[config.mk]
export PLATFORM = sky130hd
export DESIGN_NAME = att_cell
export DESIGN_NICKNAME = d
export VERILOG_FILES = /design/src/sv/att_pkg.sv /design/src/sv/att_cell.sv
export SDC_FILE = /design/constraint.sdc
export NUM_CORES = 1
export LEC_CHECK = 0
export CAP_MARGIN = 10
export CORE_AREA = 2 2 125 127
export CTS_CLUSTER_DIAMETER = 40
export DETAILED_ROUTE_END_ITERATION = 8
export DIE_AREA = 0 0 127 129
export DONT_BUFFER_PORTS = 1
export PLACE_DENSITY_LB_ADDON = 0.25
export SLEW_MARGIN = 20
export SYNTH_ARGS = -nofsm -noshare
export SYNTH_HDL_FRONTEND = slang
export SYNTH_SLANG_ARGS = --single-unit
[constraint.sdc]
create_clock -name clk -period 6.21 [get_ports clk]
set_input_delay 0.9315 -clock clk [delete_from_list [all_inputs] [get_ports clk]]
set_output_delay 0.9315 -clock clk [all_outputs]
set_load 0.005 [all_outputs]
[src/sv/att_pkg.sv]
// ----------------------------------------------------------------------------
// att_pkg: shared types and constants of the allocation tracking table
// Event codes, status codes, the control word that walks the cell chain and
// the layout of the result word.
// ----------------------------------------------------------------------------
package att_pkg;

  // default sizes of the table and its fields
  localparam int ENTRIES_DEF    = 64;
  localparam int ADDR_BITS_DEF  = 48;
  localparam int SIZE_BITS_DEF  = 32;

  // a block size never takes more than this many bits
  localparam int MAX_SIZE_W     = 32;

  // result field widths
  localparam int SLOT_W         = 6;
  localparam int STATUS_W       = 2;
  localparam int COUNT_W        = 32;
  localparam int BYTES_W        = 48;

  // result word layout, lowest field first
  localparam int ALLOC_LSB      = SLOT_W;
  localparam int FREE_LSB       = ALLOC_LSB + COUNT_W;
  localparam int CUR_LSB        = FREE_LSB + COUNT_W;
  localparam int PEAK_LSB       = CUR_LSB + BYTES_W;
  localparam int OUT_FIELDS_W   = PEAK_LSB + BYTES_W;
  localparam int OUT_DATA_W     = ((OUT_FIELDS_W + 7) / 8) * 8;

  localparam logic [COUNT_W-1:0] COUNT_MAX = '1;
  localparam logic [BYTES_W-1:0] BYTES_MAX = '1;

  typedef enum logic {
    ACT_ALLOC = 1'b0,
    ACT_FREE  = 1'b1
  } act_e_t;

  typedef enum logic [STATUS_W-1:0] {
    ST_OK      = 2'd0,
    ST_NULL    = 2'd1,
    ST_UNKNOWN = 2'd2,
    ST_FULL    = 2'd3
  } status_e_t;

  // control word carried from cell to cell with each event
  typedef struct packed {
    logic               vld;   // stage holds an event
    act_e_t             act;   // allocation or free
    logic               nul;   // free of address zero
    logic               done;  // a cell has claimed the event
    logic [SLOT_W-1:0]  slot;  // claiming cell, low bits of its index
  } att_ctl_t;

endpackage

[src/sv/att_cell.sv]
// ----------------------------------------------------------------------------
// att_cell: one table entry and one stage of the event chain
// Holds one slot (address, size, valid). Each event passing through may claim
// the slot: an allocation takes it if empty, a free clears it on an address
// match. The event is registered here and then moves on to the next cell.
// ----------------------------------------------------------------------------
module att_cell #(
  parameter int                      ADDRESS_BITS = att_pkg::ADDR_BITS_DEF,
  parameter int                      SZ_W         = att_pkg::MAX_SIZE_W,
  parameter logic [att_pkg::SLOT_W-1:0] SLOT_ID   = '0
) (
  input  logic                    clk,
  input  logic                    rst_n,
  input  logic                    adv,
  input  att_pkg::att_ctl_t       ctl_i,
  input  logic [ADDRESS_BITS-1:0] addr_i,
  input  logic [SZ_W-1:0]         size_i,
  output att_pkg::att_ctl_t       ctl_o,
  output logic [ADDRESS_BITS-1:0] addr_o,
  output logic [SZ_W-1:0]         size_o
);
  import att_pkg::*;

  logic                    ent_vld_r;
  logic [ADDRESS_BITS-1:0] ent_addr_r;
  logic [SZ_W-1:0]         ent_size_r;

  att_ctl_t                ctl_r, ctl_nxt;
  logic [ADDRESS_BITS-1:0] addr_r;
  logic [SZ_W-1:0]         size_r, size_nxt;

  logic take, hit;

  // claim the slot: empty slot for an allocation, matching slot for a free
  always_comb begin
    take = ctl_i.vld && !ctl_i.done && (ctl_i.act == ACT_ALLOC) && !ent_vld_r;
    hit  = ctl_i.vld && !ctl_i.done && (ctl_i.act == ACT_FREE) && ent_vld_r &&
           (ent_addr_r == addr_i);
  end

  // mark the event claimed; a matched free carries the slot's size onward
  always_comb begin
    ctl_nxt  = ctl_i;
    size_nxt = size_i;
    if (take || hit) begin
      ctl_nxt.done = 1'b1;
      ctl_nxt.slot = SLOT_ID;
    end
    if (hit) begin
      size_nxt = ent_size_r;
    end
  end

  // advance the stage
  always_ff @(posedge clk) begin
    if (!rst_n) begin
      ctl_r <= '0;
    end else if (adv) begin
      ctl_r <= ctl_nxt;
    end
  end

  always_ff @(posedge clk) begin
    if (adv) begin
      addr_r <= addr_i;
      size_r <= size_nxt;
    end
  end

  // update the entry
  always_ff @(posedge clk) begin
    if (!rst_n) begin
      ent_vld_r <= 1'b0;
    end else if (adv && take) begin
      ent_vld_r <= 1'b1;
    end else if (adv && hit) begin
      ent_vld_r <= 1'b0;
    end
  end

  always_ff @(posedge clk) begin
    if (adv && take) begin
      ent_addr_r <= addr_i;
      ent_size_r <= size_i;
    end
  end

  assign ctl_o  = ctl_r;
  assign addr_o = addr_r;
  assign size_o = size_r;

endmodule

==> results.md <==
- The required time reported for the critical path endpoint is 6.26 ns.
- The worst reg2reg path startpoint is ent_vld_r.
- Measured on the finished design, the core utilization comes to a little under half.
- The share of synthesized area in the top cell type comes to 77.2%.
- The routed via count is 2680.
- Timing would allow up to 319 MHz.
- Yosys attributes the largest share of cell area to sky130_fd_sc_hd__edfxtp_1 77%, sky130_fd_sc_hd__xor2_1 6.8%, sky130_fd_sc_hd__mux2_2 4.0%.
- Synthesis produced a netlist with a net count of 402.
- The post-route netlist has around a fifth of its cells at a drive strength greater than 1.
- The setup violation total in the final timing report is 0.
- The effective utilization at floorplan is 41.6%.
- Summed over all nets, the switching power comes to around 470 uW.
- In this run the cell area measured after placement is between 0.006 and 0.007 sq mm.
- The sequential area share after synthesis is about four fifths.
- The count of cells along the worst hold path is 2.
- In this run the most used layer during global routing was met2.
- In this run the register-to-register setup slack is 3.22 ns.
- The CTS tree is built.
- The cell area after layout is 0.00700 sq mm.
- In this run the worst setup path begins at ctl_i[8].
- The congestion estimate from routability-driven global placement came to 0.731.
- The delay contributed by the slowest stage of the critical path is 0.78 ns.
- Measured in cells, the most critical reg-to-reg path has a length of 3.
- Across the run, the number of max-cap violations was 0.
- The final critical-path required period is 3.13 ns.
- Traced cell by cell, the critical path runs through or4b_2 -> nor2_4 -> buf_4.
- The first global-routing pass estimated 16.0 mm of wire.
- The slowest cell on the critical path is sky130_fd_sc_hd__or4b_2.
- Hold repair after CTS inserted 0 buffers.
- The dominant cell type by area after synthesis is sky130_fd_sc_hd__edfxtp_1.
- The count of buffers added by post-CTS timing repair for setup is 0.
- The sink count of the clock tree is 171.
- The count of pins on the block boundary is 183.
- In this run the tool buffered the top-level ports with 0 buffer cells.
- The floorplan has 45 rows.
- Net switching is 19.5% of the power.
- The worst-case IR drop observed on VDD is 0.166 mV.
- Once the clock tree was built, the resizer swapped 0 gates to a different size.
- The number of instances in the synthesized netlist is 309.
- STA classifies the critical path endpoint as a flop.
- Buffers inserted during clock tree synthesis total 17.
- The floorplan step set the die height to approximately 130 um.
- The type of the tightest min-delay check is flop to flop.
- The maximum net fanout on the critical path is 50.
- The area growth from synthesis to layout is 12.5%.
- By startpoint and endpoint, the worst setup path is classified as primary input to flop.
- After global routing the overflow that remains totals 0.
- Summed over all layers, the routed wires come to 10.8 mm.
- The category of the worst setup path launch point is a primary input.
- Summed over all cells, the static leakage comes to 2.33 nW.
- The via count of the first global-routing pass was 2772.
- In this run, synthesis produced a sequential element count of 171.
- Setup repair after global routing left no endpoint under its margin.
- The max-slew headroom at the worst pin is 40.3%.
- The total area inside the core boundary comes to 0.0150 sq mm.
- The number of iterations in the first detailed-routing pass is 4.
- The endpoint with the worst hold slack is ctl_o[5].
- No sink is reached through more buffers than the 2 on the longest clock path.
- The Yosys warning count is 0.
- Detailed placement ended at an HPWL of 7.06 mm.
- The count of fill cells added during filler insertion is 1264.
- Clock latency on the worst-skew pair, taken at its later pin, is around 0.42 ns.
- The actual transition at the worst max-transition pin is 0.893 ns.
- The final clock period utilization by the worst path is 50.4%.
- The internal portion of total power is 1.94 mW.
- For met3 alone, demand over resource in global routing was between 6 and 7%.
- The clock tree skew after final layout is 0.0105 ns.
- The unique cell type count in the Yosys netlist is 23.
- The share of power burned in registers is 56.2%.
- The number of antenna diodes is 0.
- The clock transition at the registers of the reported paths is ~0.070 ns.
- The combinational share of power is 1.7%.
- CTS placed an instance of sky130_fd_sc_hd__clkbuf_16 at the clock tree root.
- The fraction of met1 tracks used by global routing is 15.4%.
- The total count of max-transition violations in the final report is 0.
- The largest net degree at the start of global routing is 94.
- The flow ran to the end, and the final reports show no timing, DRC or antenna violations.
- The total track usage is a little over an eighth.
- The met2 global-route usage is 20.9%.
- The number of antenna violations at the first check in global routing is 0.
- The mapped cell area is approximately 0.0062 sq mm.
- The data arrival time of the worst path is 3.18 ns.
- The final-stage net count is about 420.
- The post-synthesis average cell area is about 20 sq um.
- Dividing the detail-routed via count by the number of cells gives 5.12.
- The number of routed nets with antenna violations is 0.
- The power density of the placed cells is around 340 mW/mm^2.
- The routed wirelength normalized by instance count is 20.6 um.
- The launch instance of the worst min-delay path is ctl_o[5].
- The clock network is responsible for 42.1% of the overall power.
- The count of final hold-check violations is 0.
- The number of violations reported at the end of detailed-routing iteration 0 is 205.
- The die covers 0.0164 sq mm.
- In the routed design, unresolved DRC markers number 0.
- The die width is 127 um.
- The capturing point of the worst reg2reg path is ent_addr_r[30].
- In the final timing run, aggregate negative setup slack is 0 ns.
- The maximum level of the CTS H-tree is 4.
power groups by stage:
stage | logic, mW | registers, mW | clock network [mW]
global route | 0.0466 | 1.36 | 1.08
global placement | 0.0406 | 1.38 | 0
floorplan | 0.0375 | 1.37 | 0
detailed placement | 0.0422 | 1.38 | 0
CTS | 0.0423 | 1.36 | 1.04
finish | 0.0416 | 1.35 | 1.02
state kept, by name (all words and copies together) (netlist names):
name	cells
size_o	32
ent_size_r	32
ent_addr_r	48
ent_vld_r	1
ctl_o	10
addr_o	48
cell families after synthesis:
group / share of synthesized area, %
and+or+nand+nor: 3.80
DFF: 80.7
buffers and inverters: 1.02
muxes: 6.87
AOI/OAI and AO/OA: 0.844
xor gates and xnor gates: 6.75
synth_stat cells:
library cell,n
sky130_fd_sc_hd__nand4_1,8
sky130_fd_sc_hd__o221a_2,1
sky130_fd_sc_hd__nor4_4,1
sky130_fd_sc_hd__xor2_1,48
sky130_fd_sc_hd__or4b_2,1
sky130_fd_sc_hd__dfxtp_1,11
sky130_fd_sc_hd__o21ai_0,7
sky130_fd_sc_hd__nand4b_1,1
sky130_fd_sc_hd__nor2_1,2
sky130_fd_sc_hd__edfxtp_1,160
sky130_fd_sc_hd__nand2_1,1
sky130_fd_sc_hd__nand3_1,7
sky130_fd_sc_hd__nor3_1,1
sky130_fd_sc_hd__buf_6,4
sky130_fd_sc_hd__mux2_2,22
sky130_fd_sc_hd__nand3b_1,1
sky130_fd_sc_hd__mux2_4,10
sky130_fd_sc_hd__mux2i_1,3
sky130_fd_sc_hd__a31oi_1,1
sky130_fd_sc_hd__nor4_1,11
sky130_fd_sc_hd__clkbuf_1,4
sky130_fd_sc_hd__inv_1,1
sky130_fd_sc_hd__nor2b_1,3
area by class of cell:
cell class / count / area [sq um] / area share (%)
Clock inverter: 9 / 57.6 / 0.822
Multi-Input combinational cell: 129 / 1140 / 16.3
Tap cell: 188 / 235 / 3.36
Inverter: 1 / 3.75 / 0.0536
Sequential cell: 171 / 5020 / 71.8
Clock buffer: 23 / 522 / 7.45
Timing Repair Buffer: 2 / 15.0 / 0.214
critical path, delay by kind of cell:
kind	cells	cell delay [ns]
simple gates	2	1.51
buf+inv	1	0.67
metrics by stage:
stage	std cells	worst slack, ns	power (mW)	hold slack, ns
2_1_floorplan	309	0.509	1.41	0.466
4_1_cts	523	3.07	2.44	0.512
3_5_place_dp	491	2.62	1.42	0.501
5_1_grt	523	2.93	2.49	0.537
6_report	523	3.08	2.41	0.504
3_3_place_gp	491	2.68	1.42	0.493
metal layers:
| layer | vias up | routed length, um | part of all wire, % |
|---|---|---|---|
| met2 | 116 | 5200 | 48 |
| met3 | 20 | 917 | 8.5 |
| li1 | 1222 | - | - |
| met1 | 1322 | 4430 | 41 |
| met4 | 0 | 245 | 2.3 |
| met5 | - | 0 | 0 |
cell usage in the layout (no fill, tap or decap), types with 2 or more instances in the layout:
| cell type | count |
|---|---|
| sky130_fd_sc_hd__buf_4 | 2 |
| sky130_fd_sc_hd__clkbuf_1 | 2 |
| sky130_fd_sc_hd__clkbuf_16 | 20 |
| sky130_fd_sc_hd__clkinv_2 | 4 |
| sky130_fd_sc_hd__clkinv_4 | 2 |
| sky130_fd_sc_hd__dfxtp_1 | 11 |
| sky130_fd_sc_hd__edfxtp_1 | 160 |
| sky130_fd_sc_hd__mux2_2 | 22 |
| sky130_fd_sc_hd__mux2_4 | 10 |
| sky130_fd_sc_hd__mux2i_1 | 3 |
| sky130_fd_sc_hd__nand3_1 | 7 |
| sky130_fd_sc_hd__nand4_1 | 8 |
| sky130_fd_sc_hd__nor2b_1 | 3 |
| sky130_fd_sc_hd__nor4_1 | 11 |
| sky130_fd_sc_hd__o21ai_0 | 7 |
| sky130_fd_sc_hd__xor2_1 | 48 |
worst max-delay path by stage:
stage                      to  slack [ns]
2_1_floorplan       ent_vld_r        0.51
5_1_grt        ent_addr_r[30]        2.93
3_3_place_gp    ent_addr_r[4]        2.68
6_report       ent_addr_r[30]        3.08
4_1_cts        ent_addr_r[30]        3.07
3_5_place_dp   ent_addr_r[41]        2.62
(Power assumes the default switching activity.)
